<file path="config.mk">
export PLATFORM = sky130hd
export DESIGN_NAME = bzi_div_cell
export DESIGN_NICKNAME = d
export VERILOG_FILES = /design/src/hdl/barycentric_z_interpolate_top_assert.svh /design/src/hdl/bzi_pkg.sv /design/src/hdl/bzi_div_cell.sv
export SDC_FILE = /design/constraint.sdc
export NUM_CORES = 1
export LEC_CHECK = 0
export BUFFER_PORTS_ARGS = -buffer_cell sky130_fd_sc_hd__buf_2
export CELL_PAD_IN_SITES_DETAIL_PLACEMENT = 0
export CELL_PAD_IN_SITES_GLOBAL_PLACEMENT = 2
export CORE_MARGIN = 5
export CORE_UTILIZATION = 28
export CTS_BUF_LIST = sky130_fd_sc_hd__clkbuf_4
export CTS_CLUSTER_DIAMETER = 200
export DETAILED_ROUTE_END_ITERATION = 12
export GPL_ROUTABILITY_DRIVEN = 0
export PLACE_DENSITY = 0.82
export RECOVER_POWER = 100
export SYNTH_ARGS = -nofsm -noshare
export SYNTH_HDL_FRONTEND = slang
export SYNTH_SLANG_ARGS = --single-unit
</file>
<file path="constraint.sdc">
create_clock -name clk -period 0.8 [get_ports clk]
set_input_delay 0.16 -clock clk [delete_from_list [all_inputs] [get_ports clk]]
set_output_delay 0.16 -clock clk [all_outputs]
set_load 0.05 [all_outputs]
</file>
<file path="src/hdl/barycentric_z_interpolate_top_assert.svh">
// Assertion macros for the barycentric height block.
`ifndef BARYCENTRIC_Z_INTERPOLATE_TOP_ASSERT_SVH
`define BARYCENTRIC_Z_INTERPOLATE_TOP_ASSERT_SVH

// Same-cycle implication, off while reset is asserted.
`define BZI_ASSERT_SAME(label, clk, rst_n, ante, cons, msg) \
	label: assert property (@(posedge clk) disable iff (!rst_n) (ante) |-> (cons)) \
		else $error(msg);

// Next-cycle implication, off while reset is asserted.
`define BZI_ASSERT_NEXT(label, clk, rst_n, ante, cons, msg) \
	label: assert property (@(posedge clk) disable iff (!rst_n) (ante) |=> (cons)) \
		else $error(msg);

`endif

</file>
<file path="src/hdl/bzi_pkg.sv">
package bzi_pkg;

	// Coordinate word width (signed fixed point)
	localparam int COORD_WIDTH = 32;
	// Widest multiplier operand chunk
	localparam int MUL_MAX = 32;
	// Latency of the chunked multiplier
	localparam int MUL_LAT = 2;

	// Exact intermediate widths
	localparam int DIFF_W = COORD_WIDTH + 1;     // coordinate differences
	localparam int PROD_W = 2 * DIFF_W;          // difference products
	localparam int WGT_W  = PROD_W + 1;          // det, w1, w2
	localparam int W3_W   = WGT_W + 2;           // w3 = det - w1 - w2
	localparam int TERM_W = W3_W + COORD_WIDTH;  // weight times height
	localparam int NUM_W  = TERM_W + 2;          // sum of three terms
	localparam int REM_W  = WGT_W + COORD_WIDTH; // divider remainder

	localparam logic signed [COORD_WIDTH-1:0] H_MAX = {1'b0, {(COORD_WIDTH-1){1'b1}}};
	localparam logic signed [COORD_WIDTH-1:0] H_MIN = {1'b1, {(COORD_WIDTH-1){1'b0}}};

	typedef struct packed {
		logic signed [COORD_WIDTH-1:0] v1_x;
		logic signed [COORD_WIDTH-1:0] v1_y;
		logic signed [COORD_WIDTH-1:0] v1_z;
		logic signed [COORD_WIDTH-1:0] v2_x;
		logic signed [COORD_WIDTH-1:0] v2_y;
		logic signed [COORD_WIDTH-1:0] v2_z;
		logic signed [COORD_WIDTH-1:0] v3_x;
		logic signed [COORD_WIDTH-1:0] v3_y;
		logic signed [COORD_WIDTH-1:0] v3_z;
		logic signed [COORD_WIDTH-1:0] query_x;
		logic signed [COORD_WIDTH-1:0] query_y;
	} bzi_in_t;

	typedef struct packed {
		logic signed [COORD_WIDTH-1:0] height;
		logic                          degenerate;
		logic                          saturated;
	} bzi_out_t;

	// Control travelling along the divide chain
	typedef struct packed {
		logic vld;  // word present in this cell
		logic neg;  // quotient sign
		logic deg;  // zero determinant
		logic ovf;  // quotient magnitude beyond the coordinate width
	} bzi_div_ctl_t;

endpackage

</file>
<file path="src/hdl/bzi_div_cell.sv">
// One restoring-division cell: decides quotient bit SHIFT and passes the
// partial remainder, divisor and quotient on to the next cell.
module bzi_div_cell #(
	parameter int SHIFT = 0
) (
	input  logic                                clk,
	input  logic                                arst_n,
	input  bzi_pkg::bzi_div_ctl_t               ctl_in,
	input  logic [bzi_pkg::REM_W-1:0]           rem_in,
	input  logic [bzi_pkg::WGT_W-1:0]           den_in,
	input  logic [bzi_pkg::COORD_WIDTH-1:0]     quo_in,
	output bzi_pkg::bzi_div_ctl_t               ctl_out,
	output logic [bzi_pkg::REM_W-1:0]           rem_out,
	output logic [bzi_pkg::WGT_W-1:0]           den_out,
	output logic [bzi_pkg::COORD_WIDTH-1:0]     quo_out
);
	import bzi_pkg::*;

	logic [REM_W-1:0]       dsh;
	logic [REM_W:0]         diff;
	logic                   take;
	logic [REM_W-1:0]       rem_nx;
	logic [COORD_WIDTH-1:0] quo_nx;

	bzi_div_ctl_t           ctl_s1;
	logic [REM_W-1:0]       rem_s1;
	logic [WGT_W-1:0]       den_s1;
	logic [COORD_WIDTH-1:0] quo_s1;

	// Trial subtract of the shifted divisor
	always_comb begin
		dsh = REM_W'(den_in) << SHIFT;
		diff = {1'b0, rem_in} - {1'b0, dsh};
		take = !diff[REM_W];
		rem_nx = take ? diff[REM_W-1:0] : rem_in;
		quo_nx = quo_in;
		quo_nx[SHIFT] = take;
	end

	always_ff @(posedge clk or negedge arst_n) begin
		if (!arst_n) begin
			ctl_s1 <= '0;
		end else begin
			ctl_s1 <= ctl_in;
		end
	end

	always_ff @(posedge clk) begin
		rem_s1 <= rem_nx;
		den_s1 <= den_in;
		quo_s1 <= quo_nx;
	end

	assign ctl_out = ctl_s1;
	assign rem_out = rem_s1;
	assign den_out = den_s1;
	assign quo_out = quo_s1;

endmodule

</file>
**Word level (Yosys, flattened, before mapping)**

Index checks and enable logic that the tools add are counted.
Widths: inputs -> output; s select.

- $add $sub $neg: 1
- Mux-type cells: 1
- Reduce and logical (&&, ||, !) cells: 1

Operators with widths:

| kind | number |
|---|---|
| $sub 99x67->100 | 1 |
| $mux 99 | 1 |
| $logic_not 1->1 | 1 |

- Flip-flop bits (word level): 202
- Input bits: 204
- Output and inout port bits: 202
- Logic and storage cells: 10

**Depth between registers and ports, before layout**

Gate-level depths: netlist of run 1.

- Depth after elaboration: 2
- Mapped depth: 14
- Mapped depth without buffers: 14

**Least setup slack after synthesis of run 1**

Ideal clock, no wire load.

- Path type: input to register
- From: input port rem_in[0] in the netlist's numbering
- To: register rem_s1[92], in the netlist rem_out[92]
- Library setup time: 124 ps
- Data arrival time: 2833 ps
- Data required time: 676 ps
- Setup slack: -2157 ps
- Cell stages on the path: 14
- Path buffers: 0
- Cell sequence: inv_1 -> ha_1 -> inv_1 -> fa_1 -> a21oi_1 -> o211ai_1 -> a21o_1 -> a211o_1 -> a41o_1 -> o211ai_2 -> nor4_1 -> o311ai_1 -> o41ai_1 -> a2111o_1

- Cells in the longest elaborated chain, start to end: 2

RTL lines:

| item | RTL line | text |
|---|---|---|
| start, declared | bzi_div_cell.sv:9 | `input logic [bzi_pkg::REM_W-1:0] rem_in,` |
| $sub 99x67->100 | bzi_div_cell.sv:33 | `diff = {1'b0, rem_in} - {1'b0, dsh};` |
| $mux 99 | bzi_div_cell.sv:35 | `rem_nx = take ? diff[REM_W-1:0] : rem_in;` |
| named net rem_nx[92] | bzi_div_cell.sv:22 | `logic [REM_W-1:0] rem_nx;` |
| end signal, assigned | bzi_div_cell.sv:49 | `rem_s1 <= rem_nx;` |
| end, declared | bzi_div_cell.sv:26 | `logic [REM_W-1:0] rem_s1;` |

The timed path passes the listed nets, and every way through them passes these cells.

**Final worst setup path of run 1**

- From: input port den_in[7] in the netlist's numbering
- To: register rem_s1[92], in the netlist rem_out[92]

- Cells in the longest elaborated chain, start to end: 2

RTL lines:

| item | RTL line | text |
|---|---|---|
| start, declared | bzi_div_cell.sv:10 | `input logic [bzi_pkg::WGT_W-1:0] den_in,` |
| $sub 99x67->100 | bzi_div_cell.sv:33 |  |
| $mux 99 | bzi_div_cell.sv:35 |  |
| named net rem_nx[92] | bzi_div_cell.sv:22 |  |

The timed path passes the listed nets, and every way through them passes these cells.

==> results of run 1 <==
==> worst paths after layout <==
kind	startpoint	end	slack [ns]	cells past startpoint
min in group asynchronous	arst_n	ctl_out[3]	0.34	3
setup / recovery	den_in[7]	rem_out[92]	-1.61	14
hold / removal	den_in[17]	den_out[17]	-0.54	1
max in group asynchronous	arst_n	ctl_out[0]	0.25	3
==> layout make-up <==
class / instances / area share, %
diodes: 7 / 0.07499
clock buffers: 75 / 2.410
clock inverters: 26 / 0.5838
inverters: 98 / 1.735
multi-input cells: 847 / 29.83
flip-flops and latches: 202 / 18.46
well taps: 461 / 2.469
repair buffers: 1109 / 44.44
==> timing repair <==
| item | 4_1_cts | 5_1_grt |
|---|---|---|
| cloned | 8 | 2 |
| pin swaps | 65 | 59 |
| setup endpoints to repair | 302 | 302 |
| hold endpoints to repair | 205 | 69 |
| setup buffers | 31 | 24 |
| hold buffers | 226 | 52 |
| resized for setup | 269 | 977 |
==> layout by cell type (no fill, tap or decap), types with 11 or more instances in the layout <==
cell type and n:
nand2_1 84, nand2_2 11, dlygate4sd3_1 274, buf_12 13
a21o_1 18, a21oi_1 114, nor2_1 77, o21ai_1 11
dfxtp_2 195, nand3_1 13, nor2_4 11, buf_8 148
ha_1 36, buf_6 93, inv_2 12, a21oi_4 13
clkinv_1 15, a21oi_2 29, ha_4 28, buf_4 377
inv_1 83, nor4_1 12, buf_2 191, clkbuf_4 75
xor2_1 39, o21ai_0 30, o21bai_1 17, nand4_1 28
xnor2_1 45, nor2_2 36
==> registers in the layout (all words and copies together) (netlist names) <==
signal and count:
ctl_out 4, den_out 67, quo_out 32, rem_out 99
==> power groups by stage <==
| stage | Combinational, uW | Sequential [uW] | Clock [uW] |
|---|---|---|---|
| global placement | 13200 | 11700 | 0 |
| finish | 18000 | 12300 | 9900 |
| floorplan | 3970 | 15900 | 0 |
| detailed placement | 13200 | 11800 | 0 |
| CTS | 15100 | 11600 | 9760 |
| global route | 18900 | 12400 | 10700 |
==> per-stage QoR <==
step                      std cells  worst slack (ns)
after global placement         2383            -2.406
final                          2825            -1.611
after floorplan                1186            -1.946
after CTS                      2744            -1.392
after global routing           2821            -1.679
after detailed placement       2383            -2.430
==> cell families (layout without fill, tap and decap cells) <==
logic type,after synthesis,in the layout,synth area share [%]
simple gates,356,356,16.64
compound gates,317,317,19.27
flops,202,202,40.52
buf+inv,137,1308,5.476
xor+xnor,95,95,8.296
fa+ha+maj,68,68,8.558
mux,11,11,1.235
other cells,0,7,0
==> routing by layer <==
layer,up-vias,GRT usage [%]
met2,518,39.98
met4,2,5.876
met3,155,5.277
li1,6426,-
met5,-,0
met1,6317,26.99
==> cells in the mapped netlist, drive strengths merged (14+ instances only) <==
library cell,n,area share [%]
a21oi,156,7.8
nor4,19,1.2
nand2,100,3.8
nand4,28,1.7
xor2,43,3.8
o21bai,21,1.6
xnor2,52,4.5
nor2,124,4.6
inv,98,3.7
o21ai,55,2.9
buf,25,1.2
clkbuf,14,0.56
a21o,18,1.3
nor3,24,1.2
nand3,14,0.75
dfxtp,198,40
ha,67,8.4
==> summary.md, run 1 <==
| Metric | Value |
|---|---|
| Total number of vias | 13,420 |
| Root Driver | clkbuf_4 |
| Routed WL | 53,490 microns |
| Family with the most delay on the worst path | compound AO/OA/AOI/OAI gates |
| # setup viols final | 302 |
| CTS Sinks | 202 |
| Top layer in use | met5 |
| FFs w/ async S/R, synth | 1.980% |
| Crit path launch type | primary input |
| Top_reg_cell synth | dfxtp_1 |
| ANT nets after route | 0 |
| Switching Power | 15,470 uW |
| Logic pwr share | 44.8% |
| P_int | 24,760 uW |
| Power share of the sequential group | 30.6% |
| Syn Nets | 1,458 |
| Final HPWL DP | 33,000 microns |
| CTS tree | done |
| Clock network power share | 24.6% |
| Final Cycle Share | 301.4% |
| Final worst setup slack | -1.611 ns |
| Crit path buf inv count | 3 |
| Placed inst area | 0.01581 sq mm |
| Grt ovf | 0 |
| CTS H-tree lvls | 2 |
| Crit-path max FO | 5 |
| DRC | 0 |
| Final min period | 2.411 ns |
| Crit path cell chain | buf_2 -> inv_1 -> ha_2 -> nand2_1 -> o21ai_2 -> a21oi_1 -> a31o_2 -> o221a_4 -> o21ai_4 -> buf_4 -> nand3_2 -> or4_1 -> o41ai_1 -> a2111o_1 |
| Slowest Stage Delay on Critical Path | 0.48 ns |
| Chip width | 199.3 microns |
| Post-DR wirelength/cell | 18.94 microns |
| Met2 wire len | 27,150 microns |
| Syn-to-layout area delta | 132.9% |
| Failing checks | hold timing, setup timing |
| Number of max-cap violations | 0 |
| Die Y | 199.3 microns |
| Slew @ Worst Pin | 0.6334 ns |
| Reg area | 0.004312 sq mm |
| DRT Pass-1 Iters | 6 |
| Critical Path Sink Type | register |
| Leakage power | 0.01070 uW |
| Synth unique cells | 71 |
| Peak Freq | 414.7 MHz |
| CP arrival | 3.12 ns |
| GR Util All Layers | 22.37% |
| Max-slew violation count | 0 |
| Clock Path Buffers | 3 |
| Nets | 2,587 |
| EDFF count, synth | 0 |
| Fillers | 2,617 |
| Final Hold Fails | 27 |
| Sequential-to-total area share from yosys stat | 40.52% |
| WL met3 | 3824 microns |
| Initial Util | 28.27% |
| Net switching fraction of the power | 38.45% |
| Final Util | 65.83% |
| WHS | -0.5372 ns |
| Status | complete, but fails checks |
| Worst slew margin | 57.38% |
| Worst Path Required | 1.51 ns |
| Core area | 0.03548 sq mm |
| First-pass GRT wire length | 70,960 microns |
| CP Class | in -> reg |
| Post-layout instance area | 0.02336 sq mm |
| Initial drt markers | 530 |
| Number of CTS-inserted buffers | 57 |
| Yosys reg bits | 202 |
| Buffers added on ports | 404 |
| I/O Pins | 406 |
| Vias per inst | 4.750 |
| Slowest-stage cell, CP | or4_1 |
| Worst vdd rail ir drop | 1.589 mV |
| Clk pin slew, worst setup/hold paths | 0.07 ns |
| Post-Synthesis Cells | 1,186 |
| Multi-input logic area | 0.006968 sq mm |
| Met1 WL | 20,440 microns |
| Unrepaired setup endpoints after global routing | yes |
| Initial antenna violation count | 5 |
| Layout cells sized above 1 | 58.34% |
| Mapped Avg Cell Area | 8.457 sq um |
| Yosys warns | 0 |
| Final Power | 40,230 uW |
| Largest net degree at the start of global routing | 18 |
| FP Rows | 69 |
| Vias in the first global route | 13,450 |
| HP Class | in -> reg |
| Fin Setup TNS | -263.82 ns |
| Die area | 0.03970 sq mm |
| Cell Pwr Density | 1722 mW/mm^2 |
| Post-Syn Area | 0.01003 sq mm |
(Power assumes the default switching activity.)
==> run 2, diff against run 1 <==
--- a/config.mk
+++ b/config.mk
@@ -9,12 +9,13 @@
 export CELL_PAD_IN_SITES_DETAIL_PLACEMENT = 0
 export CELL_PAD_IN_SITES_GLOBAL_PLACEMENT = 2
 export CORE_MARGIN = 5
-export CORE_UTILIZATION = 28
+export CORE_UTILIZATION = 25
 export CTS_BUF_LIST = sky130_fd_sc_hd__clkbuf_4
 export CTS_CLUSTER_DIAMETER = 200
 export DETAILED_ROUTE_END_ITERATION = 12
 export GPL_ROUTABILITY_DRIVEN = 0
-export PLACE_DENSITY = 0.82
+export GPL_TIMING_DRIVEN = 0
+export PLACE_DENSITY = 0.74
 export RECOVER_POWER = 100
 export SYNTH_ARGS = -nofsm -noshare
 export SYNTH_HDL_FRONTEND = slang
==> summary.md, run 2 (synthesis gave the netlist of run 1 again) <==
| Metric | Value |
|---|---|
| I/O Pins | 406 |
| Final Cycle Share | 307.7% |
| Clock Path Buffers | 3 |
| CTS tree | done |
| ANT nets after route | 0 |
| Logic pwr share | 41.9% |
| Worst Path Required | 1.46 ns |
| Unrepaired setup endpoints after global routing | yes |
| Power share of the sequential group | 31.4% |
| Final Hold Fails | 80 |
| Chip width | 210.3 microns |
| Number of CTS-inserted buffers | 57 |
| Number of max-cap violations | 0 |
| Vias in the first global route | 12,340 |
| CP arrival | 3.12 ns |
| Final min period | 2.462 ns |
| Cell Pwr Density | 1830 mW/mm^2 |
| Final worst setup slack | -1.662 ns |
| Failing checks | hold timing, setup timing |
| P_int | 24,350 uW |
| CTS Sinks | 202 |
| Worst vdd rail ir drop | 1.637 mV |
| Vias per inst | 4.642 |
| Peak Freq | 406.2 MHz |
| First-pass GRT wire length | 70,680 microns |
| CP Class | in -> reg |
| Worst slew margin | 32.55% |
| # setup viols final | 302 |
| Max-slew violation count | 0 |
| Hold path cells | 1 |
| Die area | 0.04422 sq mm |
| FP Rows | 73 |
| WHS | -0.5053 ns |
| Initial Util | 25.24% |
| Post-DR wirelength/cell | 19.24 microns |
| Most common cell after layout, fill and taps aside | dlygate4sd3_1 |
| Slowest Stage Delay on Critical Path | 0.38 ns |
| DRT Pass-1 Iters | 5 |
| Status | complete, but fails checks |
| Slew @ Worst Pin | 1.006 ns |
| Core area | 0.03973 sq mm |
| Clock network power share | 26.7% |
| GR Util All Layers | 20.19% |
| Initial antenna violation count | 4 |
| Hold Crit Start | den_in[16] |
| Net switching fraction of the power | 37.61% |
| Crit-path max FO | 3 |
| Critical Path Sink Type | register |
| Nets | 2,256 |
| HP Class | in -> reg |
| Routed WL | 49,180 microns |
| Initial drt markers | 455 |
| Syn-to-layout area delta | 112.5% |
| Fin Setup TNS | -274.03 ns |
| Die Y | 210.3 microns |
| Grt ovf | 0 |
| Max reg flops | 99 |
| Total number of vias | 11,870 |
| Switching Power | 14,680 uW |
| Layout cells sized above 1 | 54.64% |
| Crit path cell chain | buf_4 -> ha_4 -> inv_2 -> fa_2 -> a21oi_4 -> o211ai_1 -> a21o_1 -> a211o_4 -> a41o_4 -> buf_4 -> buf_6 -> buf_6 -> o21ai_4 -> nor2_4 -> a41oi_2 -> xnor2_1 -> mux2_4 |
| Root Driver | clkbuf_4 |
| Most frequent cells in the layout | 201 x dlygate4sd3_1, 197 x dfxtp_2, 161 x buf_2 |
| Leakage power | 0.009351 uW |
| Crit path launch type | primary input |
| Hold path endpoint | den_out[16] |
| Clk pin slew, worst setup/hold paths | 0.06 ns |
| CTS H-tree lvls | 2 |
| Buffers added on ports | 404 |
| Pre-CTS setup slack | -2.767 ns |
| Slowest-stage cell, CP | fa_2 |
| Largest net degree at the start of global routing | 16 |
| DRC | 0 |
| Final HPWL DP | 32,690 microns |
[run 2: area by class of cell]
type | instances | area, sq um
tap | 525 | 656.9
buffer | 30 | 437.9
multi-input combinational | 847 | 7238
sequential | 202 | 4310
fill | 3514 | 18410
antenna | 3 | 7.507
inverter | 98 | 415.4
clock inverter | 24 | 177.7
timing repair buffer | 748 | 7481
clock buffer | 79 | 593.1
[run 2: through the flow]
stage	power, uW	cell area, sq um	hold slack, ns	std cells	util, %
2_1_floorplan	19870	10700	-0.1356	1186	-
3_3_place_gp	23040	13380	-0.01677	2115	33.66
3_5_place_dp	23030	13380	-0.01116	2115	33.66
4_1_cts	37580	19220	-0.5909	2433	48.37
5_1_grt	41050	21320	-0.5899	2556	53.65
6_report	39020	21320	-0.5053	2556	53.65
[run 2: timing repair]
item	in CTS	in global routing
endpoints found under the hold margin	205	128
pin swaps	67	110
cloned	10	1
hold buffers	143	58
endpoints found under the setup margin	302	302
setup buffers	64	72
gates resized for setup	912	220
[run 2: worst max path at each step]
| stage | slack, ns | endpoint | depth (start not counted) | startpoint |
|---|---|---|---|---|
| 2_1_floorplan | -1.95 | rem_out[92] | 14 | rem_in[0] |
| 3_3_place_gp | -2.77 | rem_out[78] | 15 | rem_in[0] |
| 3_5_place_dp | -2.77 | rem_out[78] | 15 | rem_in[0] |
| 4_1_cts | -1.64 | rem_out[96] | 15 | rem_in[0] |
| 5_1_grt | -1.71 | rem_out[56] | 17 | den_in[13] |
| 6_report | -1.66 | rem_out[56] | 17 | den_in[0] |
[run 2: power by group through the flow]
stage | sequential, uW | clock (uW) | combinational, uW
floorplan | 15900 | 0 | 3970
global placement | 11700 | 0 | 11400
detailed placement | 11700 | 0 | 11300
CTS | 12200 | 10600 | 14700
global route | 12400 | 11500 | 17200
finish | 12200 | 10400 | 16400
[run 2: worst max-delay path, delay by kind of cell]
family | cells | cell delay [ns]
AOI/OAI and AO/OA | 7 | 1.48
xor gates and xnor gates | 1 | 0.10
adders and majority gates | 2 | 0.53
buffers and inverters | 5 | 0.53
muxes | 1 | 0.25
and+or+nand+nor | 1 | 0.07
[run 2: metal layers]
layer / part of all wire (%) / vias to the layer above / global-route usage, % / wire [microns]
met4: 2.7 / 2 / 5.468 / 1319
met2: 50 / 391 / 35.28 / 24410
met1: 41 / 5611 / 24.58 / 20290
met5: 0.026 / - / 0 / 13
li1: - / 5774 / - / -
met3: 6.4 / 87 / 5.432 / 3147
==> run 3, diff against run 2 <==
--- a/config.mk
+++ b/config.mk
@@ -8,6 +8,7 @@
 export BUFFER_PORTS_ARGS = -buffer_cell sky130_fd_sc_hd__buf_2
 export CELL_PAD_IN_SITES_DETAIL_PLACEMENT = 0
 export CELL_PAD_IN_SITES_GLOBAL_PLACEMENT = 2
+export CORE_ASPECT_RATIO = 0.6
 export CORE_MARGIN = 5
 export CORE_UTILIZATION = 25
 export CTS_BUF_LIST = sky130_fd_sc_hd__clkbuf_4
==> summary.md, run 3 (synthesis gave the netlist of run 1 again) <==
| Metric | Value |
|---|---|
| Status | complete, but fails checks |
| Failing checks | hold timing, setup timing |
| Crit path buf inv count | 7 |
| Cell Pwr Density | 1882 mW/mm^2 |
| Post-layout instance area | 0.01850 sq mm |
| Slowest-stage cell, CP | dlygate4sd3_1 |
| Die area | 0.04436 sq mm |
| Most common cell after layout, fill and taps aside | buf_2 |
| Initial antenna violation count | 10 |
| Worst vdd rail ir drop | 1.210 mV |
| Worst slew margin | 10.00% |
| Initial drt markers | 789 |
| Syn-to-layout area delta | 84.44% |
| Final Hold Fails | 32 |
| Clk pin slew, worst setup/hold paths | 0.07 ns |
| Finished Layout Cells | 2,489 |
| Layout cells sized above 1 | 44.13% |
| Grt ovf | 0 |
| CP arrival | 3.12 ns |
| CP Class | in -> reg |
| CP dominant cell by count | buf_6 |
| CP Depth | 14 |
| CTS Sinks | 202 |
| Initial Util | 25.47% |
| DRT Pass-1 Iters | 5 |
| Worst Path Required | 1.38 ns |
| HP Class | in -> reg |
| Family with the most delay on the worst path | buffers and inverters |
| Post-DR wirelength/cell | 19.37 microns |
| Vias per inst | 4.699 |
| Critical Path Sink Type | register |
| Final HPWL DP | 35,410 microns |
| Largest net degree at the start of global routing | 14 |
| Nets | 2,194 |
| Number of CTS-inserted buffers | 51 |
| Die Y | 165.2 microns |
| GR Util All Layers | 20.06% |
| Max reg flops | 99 |
| CP endpoint | rem_out[7] |
| Total number of vias | 11,700 |
| CTS H-tree lvls | 2 |
| Leakage power | 0.008302 uW |
| FP Rows | 56 |
| Crit path cell chain | buf_2 -> dlygate4sd3_1 -> nor3_4 -> nand4_1 -> nor4_2 -> o211ai_1 -> a21oi_2 -> o21ai_4 -> buf_6 -> buf_6 -> buf_8 -> buf_12 -> buf_16 -> mux2_4 |
| Peak Freq | 393.0 MHz |
| Routed WL | 48,210 microns |
| Placed inst area | 0.01337 sq mm |
| # setup viols final | 302 |
| ANT nets after route | 0 |
| Final Cycle Share | 318.0% |
| Unrepaired setup endpoints after global routing | yes |
| Most frequent cells in the layout | 343 x buf_2, 183 x dlygate4sd3_1, 172 x dfxtp_1 |
| Final Util | 46.98% |
| Final min period | 2.544 ns |
| First-pass GRT wire length | 68,520 microns |
| WHS | -0.4023 ns |
| CTS tree | done |
| Clock Path Buffers | 3 |
| Vias in the first global route | 11,620 |
| DRC | 0 |
| Chip width | 268.6 microns |
| I/O Pins | 406 |
| Buffers added on ports | 404 |
| Slowest Stage Delay on Critical Path | 0.63 ns |
| Core area | 0.03938 sq mm |
| Placed Cells | 2,112 |
| Crit path launch type | primary input |
| Crit path from | rem_in[75] |
| Slew @ Worst Pin | 1.338 ns |
| Crit-path max FO | 5 |
| Number of max-cap violations | 0 |
| Root Driver | clkbuf_4 |
| Final worst setup slack | -1.744 ns |
| Max-slew violation count | 0 |
==> run 3: timing repair <==
item                       CTS  global route
buffers inserted            56            43
hold buffers               157            33
gates cloned                 7             1
hold endpoints to repair   205            67
setup endpoints to repair  302           302
gates resized for setup    236           219
pin swaps                   65            66
==> run 3: area by class of cell <==
class,count,area (sq um)
Antenna cell,9,22.52
Buffer,31,440.4
Clock buffer,67,503.0
Clock inverter,22,116.4
Fill cell,3885,20880
Inverter,98,407.9
Multi-Input combinational cell,847,7024
Sequential cell,202,4096
Tap cell,522,653.1
Timing Repair Buffer,691,5235
==> run 3: through the flow <==
step	setup slack (ns)	setup TNS, ns	hold slack [ns]	power [uW]
floorplan	-1.946	-155.02	-0.1356	19870
global placement	-2.845	-238.52	-0.02985	23210
detailed placement	-2.809	-237.11	-0.02593	23200
CTS	-1.730	-296.43	-0.5342	34070
global route	-1.731	-307.94	-0.4898	36670
finish	-1.744	-286.25	-0.4023	34810
==> run 3: worst min path at each step <==
stage                     depth (start not counted)     endpoint        from  slack [ns]
after floorplan                                   0   ctl_out[0]      arst_n       -0.14
after global routing                              1   den_out[1]   den_in[1]       -0.49
after global placement                            1   ctl_out[1]      arst_n       -0.03
final                                             1   den_out[1]   den_in[1]       -0.40
after detailed placement                          1   ctl_out[1]      arst_n       -0.03
after CTS                                         1  den_out[45]  den_in[45]       -0.53
==> run 3: metal layers <==
| layer | track usage, % | part of all wire, % | vias to the layer above |
|---|---|---|---|
| li1 | - | - | 5655 |
| met5 | 1.126 | 0.23 | - |
| met4 | 5.207 | 2.0 | 10 |
| met3 | 6.797 | 9.3 | 77 |
| met2 | 29.12 | 43 | 446 |
| met1 | 28.39 | 46 | 5507 |
==> run 3: power by group <==
part           switching [uW]  leakage [uW]  internal, uW
Clock                    4530      0.000364          4230
Sequential                359       0.00172         11300
Combinational            9150       0.00622          5260
Total                   14000       0.00830         20800
